`config.mk`:
```
export PLATFORM = sky130hd
export DESIGN_NAME = lsb_first_bit_packer
export DESIGN_NICKNAME = d
export VERILOG_FILES = /design/src/rtl/lsbp_pkg.sv /design/src/rtl/lsbp_ctrl.sv /design/src/rtl/lsbp_dpath.sv /design/src/rtl/lsb_first_bit_packer.sv
export SDC_FILE = /design/constraint.sdc
export NUM_CORES = 1
export LEC_CHECK = 0
export BUFFER_PORTS_ARGS = -buffer_cell sky130_fd_sc_hd__buf_2
export CAP_MARGIN = 25
export CELL_PAD_IN_SITES_DETAIL_PLACEMENT = 2
export CELL_PAD_IN_SITES_GLOBAL_PLACEMENT = 2
export CORE_ASPECT_RATIO = 1.1
export CORE_MARGIN = 2
export CORE_UTILIZATION = 33
export CTS_CLUSTER_DIAMETER = 100
export DETAILED_ROUTE_END_ITERATION = 6
export PLACE_DENSITY_LB_ADDON = 0.1
export REMOVE_ABC_BUFFERS = 1
export SLEW_MARGIN = 20
export SYNTH_ARGS = -nofsm -noshare
export SYNTH_HDL_FRONTEND = slang
export SYNTH_SLANG_ARGS = --single-unit
```
`constraint.sdc`:
```
create_clock -name clk -period 2.9 [get_ports clk]
set_input_delay 0.29 -clock clk [delete_from_list [all_inputs] [get_ports clk]]
set_output_delay 0.29 -clock clk [all_outputs]
set_load 0.02 [all_outputs]
```
`src/rtl/lsbp_pkg.sv`:
```
// Package with mode codes and controller/datapath handshake types for the bit packer.
`default_nettype none

package lsbp_pkg;

  localparam logic [1:0] MODE_WRITE = 2'd0;
  localparam logic [1:0] MODE_ZERO  = 2'd1;
  localparam logic [1:0] MODE_FLUSH = 2'd2;
  localparam logic [1:0] MODE_CLEAR = 2'd3;

  localparam int unsigned FIELD_MAX_BITS = 64;
  localparam int unsigned BYTE_BITS      = 8;
  localparam int unsigned WORD_BITS      = FIELD_MAX_BITS + BYTE_BITS;

  // Commands from the controller to the datapath
  typedef struct packed {
    logic load;  // take the accepted item
    logic push;  // emit one result into the output register
  } lsbp_cmd_t;

  // Status from the datapath to the controller
  typedef struct packed {
    logic out_free;  // output register can take a result this cycle
    logic rem_last;  // next result is the last one of the item
  } lsbp_stat_t;

endpackage

`default_nettype wire

```
`src/rtl/lsbp_ctrl.sv`:
```
// Controller state machine for the bit packer: accept, then emit results.
`default_nettype none

module lsbp_ctrl (
  input  wire logic               clk,
  input  wire logic               rst_n,
  input  wire logic               in_valid,
  output logic                    in_stall,
  input  wire lsbp_pkg::lsbp_stat_t stat,
  output lsbp_pkg::lsbp_cmd_t     cmd
);

  typedef enum logic {
    S_IDLE,
    S_EMIT
  } state_t;

  state_t state_r;
  state_t state_nxt;

  // Decode commands from the current state
  always_comb begin
    state_nxt = state_r;
    cmd.load  = 1'b0;
    cmd.push  = 1'b0;
    unique case (state_r)
      S_IDLE: begin
        if (in_valid) begin
          cmd.load  = 1'b1;
          state_nxt = S_EMIT;
        end
      end
      S_EMIT: begin
        if (stat.out_free) begin
          cmd.push = 1'b1;
          if (stat.rem_last) begin
            state_nxt = S_IDLE;
          end
        end
      end
      default: begin
        state_nxt = S_IDLE;
      end
    endcase
  end

  // Hold the input side while results of the current item drain
  assign in_stall = (state_r != S_IDLE);

  // Advance state
  always_ff @(posedge clk) begin
    if (!rst_n) begin
      state_r <= S_IDLE;
    end else begin
      state_r <= state_nxt;
    end
  end

endmodule

`default_nettype wire

```
`src/rtl/lsbp_dpath.sv`:
```
// Datapath for the bit packer: bit alignment, byte shifter, pending state, output register.
`default_nettype none

module lsbp_dpath (
  input  wire logic                 clk,
  input  wire logic                 rst_n,
  input  wire logic [1:0]           in_mode,
  input  wire logic [63:0]          in_value,
  input  wire logic [6:0]           in_bit_count,
  input  wire lsbp_pkg::lsbp_cmd_t  cmd,
  output lsbp_pkg::lsbp_stat_t      stat,
  output logic                      out_valid,
  input  wire logic                 out_stall,
  output logic [7:0]                out_byte,
  output logic                      out_byte_valid,
  output logic                      out_last
);

  localparam int unsigned WordW = lsbp_pkg::WORD_BITS;

  // Pending partial byte and its fill level
  logic [7:0]       partial_r, partial_nxt;
  logic [2:0]       offset_r, offset_nxt;
  // Bytes of the current item, lowest first
  logic [63:0]      acc_r;
  logic [3:0]       count_r;
  logic             nobyte_r;
  // Output register
  logic             out_valid_r;
  logic [7:0]       out_byte_r;
  logic             out_byte_valid_r;
  logic             out_last_r;

  logic [63:0]      mask;
  logic [63:0]      field;
  logic [WordW-1:0] word;
  logic [7:0]       bit_sum;
  logic [3:0]       nbytes;
  logic [6:0]       sel;

  // Align the new field behind the pending bits
  always_comb begin
    if (in_bit_count >= 7'(lsbp_pkg::FIELD_MAX_BITS)) begin
      mask = '1;
    end else begin
      mask = ~({64{1'b1}} << in_bit_count[5:0]);
    end
    field = (in_mode == lsbp_pkg::MODE_WRITE) ? (in_value & mask) : '0;
    bit_sum = {5'b0, offset_r} + {1'b0, in_bit_count};
    sel = 7'd0;
    word = (WordW'(field) << offset_r) | WordW'(partial_r);
    partial_nxt = partial_r;
    offset_nxt  = offset_r;
    nbytes      = 4'd0;
    unique case (in_mode) inside
      lsbp_pkg::MODE_WRITE, lsbp_pkg::MODE_ZERO: begin
        if (in_bit_count <= 7'(lsbp_pkg::FIELD_MAX_BITS)) begin
          nbytes      = bit_sum[6:3];
          sel         = {bit_sum[6:3], 3'b000};
          partial_nxt = word[sel +: 8];
          offset_nxt  = bit_sum[2:0];
        end
      end
      lsbp_pkg::MODE_FLUSH: begin
        word        = WordW'(partial_r);
        nbytes      = (offset_r != 3'd0) ? 4'd1 : 4'd0;
        partial_nxt = '0;
        offset_nxt  = '0;
      end
      default: begin
        partial_nxt = '0;
        offset_nxt  = '0;
      end
    endcase
  end

  assign stat.out_free = !out_valid_r || !out_stall;
  assign stat.rem_last = (count_r == 4'd1);

  // Update pending state and the byte counter
  always_ff @(posedge clk) begin
    if (!rst_n) begin
      partial_r <= '0;
      offset_r  <= '0;
      count_r   <= '0;
      nobyte_r  <= 1'b0;
    end else if (cmd.load) begin
      partial_r <= partial_nxt;
      offset_r  <= offset_nxt;
      count_r   <= (nbytes == 4'd0) ? 4'd1 : nbytes;
      nobyte_r  <= (nbytes == 4'd0);
    end else if (cmd.push) begin
      count_r <= count_r - 4'd1;
    end
  end

  // Load the item's bytes, then shift one byte out per result
  always_ff @(posedge clk) begin
    if (cmd.load) begin
      acc_r <= word[63:0];
    end else if (cmd.push) begin
      acc_r <= {8'b0, acc_r[63:8]};
    end
  end

  // Output register: fill on push, drop on transfer
  always_ff @(posedge clk) begin
    if (!rst_n) begin
      out_valid_r <= 1'b0;
    end else if (cmd.push) begin
      out_valid_r <= 1'b1;
    end else if (!out_stall) begin
      out_valid_r <= 1'b0;
    end
  end

  always_ff @(posedge clk) begin
    if (cmd.push) begin
      out_byte_r       <= nobyte_r ? 8'd0 : acc_r[7:0];
      out_byte_valid_r <= !nobyte_r;
      out_last_r       <= (count_r == 4'd1);
    end
  end

  assign out_valid      = out_valid_r;
  assign out_byte       = out_byte_r;
  assign out_byte_valid = out_byte_valid_r;
  assign out_last       = out_last_r;

endmodule

`default_nettype wire

```
`src/rtl/lsb_first_bit_packer.sv`:
```
// Top level of the LSB-first bit packer: controller plus datapath.
//
// Input channel (in_valid/in_stall): one transfer carries in_mode, in_value and
// in_bit_count. Write places the low in_bit_count bits of in_value behind the
// pending bits, zero-fill appends zero bits, flush pads out the pending byte,
// clear drops it. Counts above 64 in write and zero-fill leave state as is.
// Result channel (out_valid/out_stall): one transfer per completed byte, in
// stream order, bit 0 first; an item completing no byte gives one result with
// out_byte_valid low. out_last marks the final result of an item.
// Timing: an item is accepted, then its K results (K = 1..8) leave the byte
// shifter one per cycle while the receiver does not stall; acceptance is
// registered in the state register before the first result enters the
// output register. The byte shifter sets the rate, one byte per cycle unstalled.
// A receiver stall freezes the output register and the shifter; in_stall stays
// high until the last result of the item is in the output register.
// Synchronous reset (rst_n low) empties the pending byte and output register.
`default_nettype none

module lsb_first_bit_packer (
  input  wire logic        clk,
  input  wire logic        rst_n,
  input  wire logic        in_valid,
  output logic             in_stall,
  input  wire logic [1:0]  in_mode,
  input  wire logic [63:0] in_value,
  input  wire logic [6:0]  in_bit_count,
  output logic             out_valid,
  input  wire logic        out_stall,
  output logic [7:0]       out_byte,
  output logic             out_byte_valid,
  output logic             out_last
);

  lsbp_pkg::lsbp_cmd_t  cmd;
  lsbp_pkg::lsbp_stat_t stat;

  lsbp_ctrl u_ctrl (
    .clk      (clk),
    .rst_n    (rst_n),
    .in_valid (in_valid),
    .in_stall (in_stall),
    .stat     (stat),
    .cmd      (cmd)
  );

  lsbp_dpath u_dpath (
    .clk            (clk),
    .rst_n          (rst_n),
    .in_mode        (in_mode),
    .in_value       (in_value),
    .in_bit_count   (in_bit_count),
    .cmd            (cmd),
    .stat           (stat),
    .out_valid      (out_valid),
    .out_stall      (out_stall),
    .out_byte       (out_byte),
    .out_byte_valid (out_byte_valid),
    .out_last       (out_last)
  );

endmodule

`default_nettype wire

```
==> Flow_metrics.wiki <==
{| class="wikitable"
! Metric !! Value
|-
| Outcome || finished, final reports clean
|-
| Post-Synthesis Cell Area || 8650 sq um
|-
| Post-placement cell area || 11200 sq um
|-
| WL final || 50500 um
|-
| Dominant delay contributor by cell family on the critical path || compound AO/OA/AOI/OAI gates
|-
| Final layout net count || 1408
|-
| GR met1 Demand/Resource || 0.464
|-
| Total Die Area || 27500 sq um
|-
| Unrepaired setup endpoints after global routing || yes
|-
| Fin crit share || 0.992
|-
| Cell leakage power || 4.45 nW
|-
| Reg power frac || 0.376
|-
| Setup clock skew after layout || 0.0175 ns
|-
| Internal || 2.88 mW
|-
| Post-Syn Area per Cell || 8.05 sq um
|-
| Clk Tree Root Cell || sky130_fd_sc_hd__clkbuf_16
|-
| Cell area after layout || 11500 sq um
|-
| Top FF cell, synth || sky130_fd_sc_hd__edfxtp_1
|-
| Total of hold buffers inserted after clock tree synthesis || 0
|-
| Critical path, cell by cell || buf_2, or4_1, o21ai_0, o22ai_1, mux4_2, a2111oi_0, or4b_2, o31ai_1
|-
| Cell at the slowest stage of the critical path || sky130_fd_sc_hd__or4_1
|-
| Violation count after the first detailed-route iteration || 905
|-
| Vias in the first global route || 11300
|-
| Vertical die dimension || 174 um
|-
| Most congested layer reported by global routing || met2
|-
| Core area || 26000 sq um
|-
| Leftover overflow at the end of global routing || 0
|-
| Area growth from synthesis to final layout || 33.4%
|-
| Post-route minimum period || 2.88 ns
|-
| RD Place Congestion || 0.947
|-
| Distinct cell type count after synthesis || 77
|-
| Pwr/cell area || 389 nW/um^2
|-
| Num Clock Sinks || 92
|-
| Cell count after synthesis || 1075
|-
| Clock tree from TritonCTS || yes
|-
| Share of flip-flops with an asynchronous set or reset after synthesis || 0
|-
| Highest ir drop seen on vdd || 0.000376 V
|-
| Global routing usage on met3 || 0.0605
|-
| Post-Synth XOR/XNOR Area || 0.00506
|-
| Wire per inst || 30.0 um
|-
| Count of non-filler cells in the finished layout || 1682
|-
| Required @ worst endpoint || 3.17 ns
|-
| Critical path arrival || 3.14 ns
|-
| Number of standard-cell rows in the floorplan || 62
|-
| Area fraction in compound gates after synthesis || 0.355
|-
| DRT Pass-1 Iters || 5
|-
| DRC violations left || 0
|-
| GRT Total Usage || 0.371
|-
| Type of the tightest min-delay check || primary input to register
|-
| Via total after detailed routing || 10700
|-
| Number of flops mapped to enable cells by yosys || 74
|-
| Number of buffers inserted during clock tree synthesis || 9
|-
| Met2 routing resource usage after global routing || 0.618
|-
| Ratio of cells with drive above 1 in the final layout || 0.316
|-
| Die extent in x || 158 um
|-
| Part of the total power dissipated in the clock network || 0.286
|-
| Biggest fanout along the worst timing path || 10
|-
| Worst Tran Pin Value || 0.992 ns
|-
| Number of antenna violations at the first check in global routing || 2
|-
| Mux cell area share after synthesis || 0.0771
|-
| Slowest cell delay on critical path || 0.68 ns
|-
| FMAX || 348 MHz
|-
| Initial core utilization || 0.333
|-
| Crit end category || register
|-
| Clock transition time at the flip-flop clock pins of the worst setup and hold paths || 0.08 ns
|-
| Kind of start point of the critical path || primary input
|-
| Synth Register Bits || 92
|-
| Cell taking the most area after synthesis || sky130_fd_sc_hd__edfxtp_1
|-
| Count of antenna-violating nets left after detailed routing || 0
|-
| Worst-Skew Late Latency || 0.37 ns
|-
| Net load switching power || 1.61 mW
|-
| Ports placed on the boundary || 89
|-
| Worst-case hold slack || 0.175 ns
|-
| Number of setup violations in the final report || 0
|-
| H-tree levels || 3
|-
| Max-slew violations || 0
|-
| Share of synthesized cell area in and, or, nand and nor gates || 0.198
|-
| Half-perimeter wire length after detailed placement || 40300 um
|-
| Crit path kind || primary input to register
|-
| Cell Count Post-Placement || 1666
|-
| Top area cells in the synthesized netlist || sky130_fd_sc_hd__edfxtp_1, sky130_fd_sc_hd__nand2_1, sky130_fd_sc_hd__o21ai_0, sky130_fd_sc_hd__dfxtp_1, sky130_fd_sc_hd__a21oi_1
|-
| Yosys top cell area share || 0.257
|-
| Synth Warn # || 0
|-
| Via density || 6.34
|-
| Final Hold Vio Count || 0
|-
| Combinational family with the most area after synthesis || compound AO/OA/AOI/OAI gates
|-
| Switching Fraction || 0.359
|-
| Largest buffer count on any clock path || 2
|-
| Share of the yosys chip area belonging to registers || 0.298
|-
| Combinational cell fraction of total power || 0.338
|-
| Count of max-cap constraint violations || 0
|-
| Worst path bufs/invs || 1
|-
| Post-synthesis share of cell area spent on full adders, half adders and majority gates || 0.00954
|-
| Maximum number of pins on one net before global-route repair || 93
|-
| Headroom to the max-slew limit || 0.334
|-
| Port buffer count || 88
|-
| Global-route wire length before repair || 74300 um
|-
| Final Util || 0.444
|}
state kept, by name, indices dropped and copies added, names as in the netlist:
name,flops
u_dpath.acc_r,64
u_ctrl.in_stall,1
u_dpath.partial_r,8
u_dpath.nobyte_r,1
u_dpath.out_byte_valid,1
u_dpath.out_valid,1
u_dpath.out_byte,8
u_dpath.count_r,4
u_dpath.offset_r,3
u_dpath.out_last,1
cell usage in the layout (no fill, tap or decap), types with 8 or more instances in the layout:
cell type and count:
sky130_fd_sc_hd__dfxtp_1 15, sky130_fd_sc_hd__o221ai_1 14, sky130_fd_sc_hd__a211oi_1 19, sky130_fd_sc_hd__clkbuf_16 9
sky130_fd_sc_hd__o211ai_1 23, sky130_fd_sc_hd__nor2b_1 13, sky130_fd_sc_hd__o31ai_1 10, sky130_fd_sc_hd__a32o_1 8
sky130_fd_sc_hd__o311ai_0 8, sky130_fd_sc_hd__nand3_1 37, sky130_fd_sc_hd__o21ai_0 82, sky130_fd_sc_hd__nor2_1 65
sky130_fd_sc_hd__a2111oi_0 9, sky130_fd_sc_hd__a22o_1 13, sky130_fd_sc_hd__edfxtp_1 74, sky130_fd_sc_hd__buf_4 247
sky130_fd_sc_hd__o22ai_1 17, sky130_fd_sc_hd__inv_1 17, sky130_fd_sc_hd__mux2_2 13, sky130_fd_sc_hd__a22oi_1 15
sky130_fd_sc_hd__nand2_1 129, sky130_fd_sc_hd__a32oi_1 9, sky130_fd_sc_hd__a31oi_1 16, sky130_fd_sc_hd__o21a_1 9
sky130_fd_sc_hd__mux4_2 8, sky130_fd_sc_hd__nand4_1 9, sky130_fd_sc_hd__a21oi_1 68, sky130_fd_sc_hd__and3_1 15
sky130_fd_sc_hd__nor3_1 34, sky130_fd_sc_hd__buf_2 88, sky130_fd_sc_hd__mux2i_1 34, sky130_fd_sc_hd__and2_1 12
sky130_fd_sc_hd__buf_12 9, sky130_fd_sc_hd__nor4_1 10, sky130_fd_sc_hd__a21o_1 10
cells by family (layout without fill, tap and decap cells):
kind of cell    count (synthesis)  in the layout
buf+inv                       124            378
simple gates                  362            362
mux                            55             55
flops                          92             92
other cells                     0              1
fa+ha+maj                       6              6
compound gates                431            431
xor+xnor                        5              5
tightest hold or removal path, delay by kind of cell:
family	cells	cell delay [ns]
buf+inv	1	0.09
simple gates	1	0.07
compound gates	1	0.06
power by group through the flow:
stage / Clock, mW / Sequential [mW] / Combinational (mW)
5_1_grt: 1.34 / 1.71 / 1.62
6_report: 1.28 / 1.69 / 1.52
4_1_cts: 1.29 / 1.69 / 1.49
2_1_floorplan: 0 / 1.74 / 0.612
3_5_place_dp: 0 / 1.72 / 1.48
3_3_place_gp: 0 / 1.70 / 1.43
metal layers:
| metal | vias up | share of wire |
|---|---|---|
| li1 | 4728 | - |
| met1 | 5405 | 0.42 |
| met2 | 419 | 0.48 |
| met3 | 118 | 0.056 |
| met4 | 0 | 0.053 |
| met5 | - | 0 |
metrics by stage:
stage | setup WS (ns) | total power [mW] | setup TNS (ns)
after floorplan | -2.11 | 2.35 | -144.17
final | 0.0227 | 4.49 | 0
after global placement | -0.278 | 3.13 | -1.23
after CTS | 0.00501 | 4.47 | 0
after global routing | -0.0234 | 4.66 | -0.0234
after detailed placement | -0.321 | 3.19 | -2.22
cells in the mapped netlist (21+ instances only):
cell / n
sky130_fd_sc_hd__a21oi_1: 69
sky130_fd_sc_hd__nand2_1: 130
sky130_fd_sc_hd__o211ai_1: 23
sky130_fd_sc_hd__a211oi_1: 21
sky130_fd_sc_hd__nor2_1: 65
sky130_fd_sc_hd__nor3_1: 34
sky130_fd_sc_hd__nand3_1: 37
sky130_fd_sc_hd__o21ai_0: 85
sky130_fd_sc_hd__mux2i_1: 34
sky130_fd_sc_hd__edfxtp_1: 74
sky130_fd_sc_hd__clkbuf_1: 74
layout make-up:
type                    count  area, sq um
diodes                      1         2.50
clock buffers               9          225
clock inverters             6         72.6
fillers                  3006        14400
inverters                  18         67.6
multi-input cells         859         5660
flip-flops and latches     92         2590
well taps                 352          440
repair buffers            345         2490
worst paths after layout:
check,start,to,slack (ns),cells past startpoint
worst max-delay path,in_bit_count[3],u_dpath.partial_r[1],0.02,8
worst min-delay path,out_stall,u_dpath.out_valid,0.18,3
worst max register to register,u_dpath.offset_r[0],u_dpath.partial_r[3],0.04,10
worst min register to register,u_dpath.out_valid,u_dpath.out_valid,0.51,2
what timing repair did:
action                                  4_1_cts  5_1_grt
setup buffers                                 0        0
endpoints found under the setup margin       10       10
resized for setup                             6       12
Note: power is estimated with default switching activity, not from simulation.
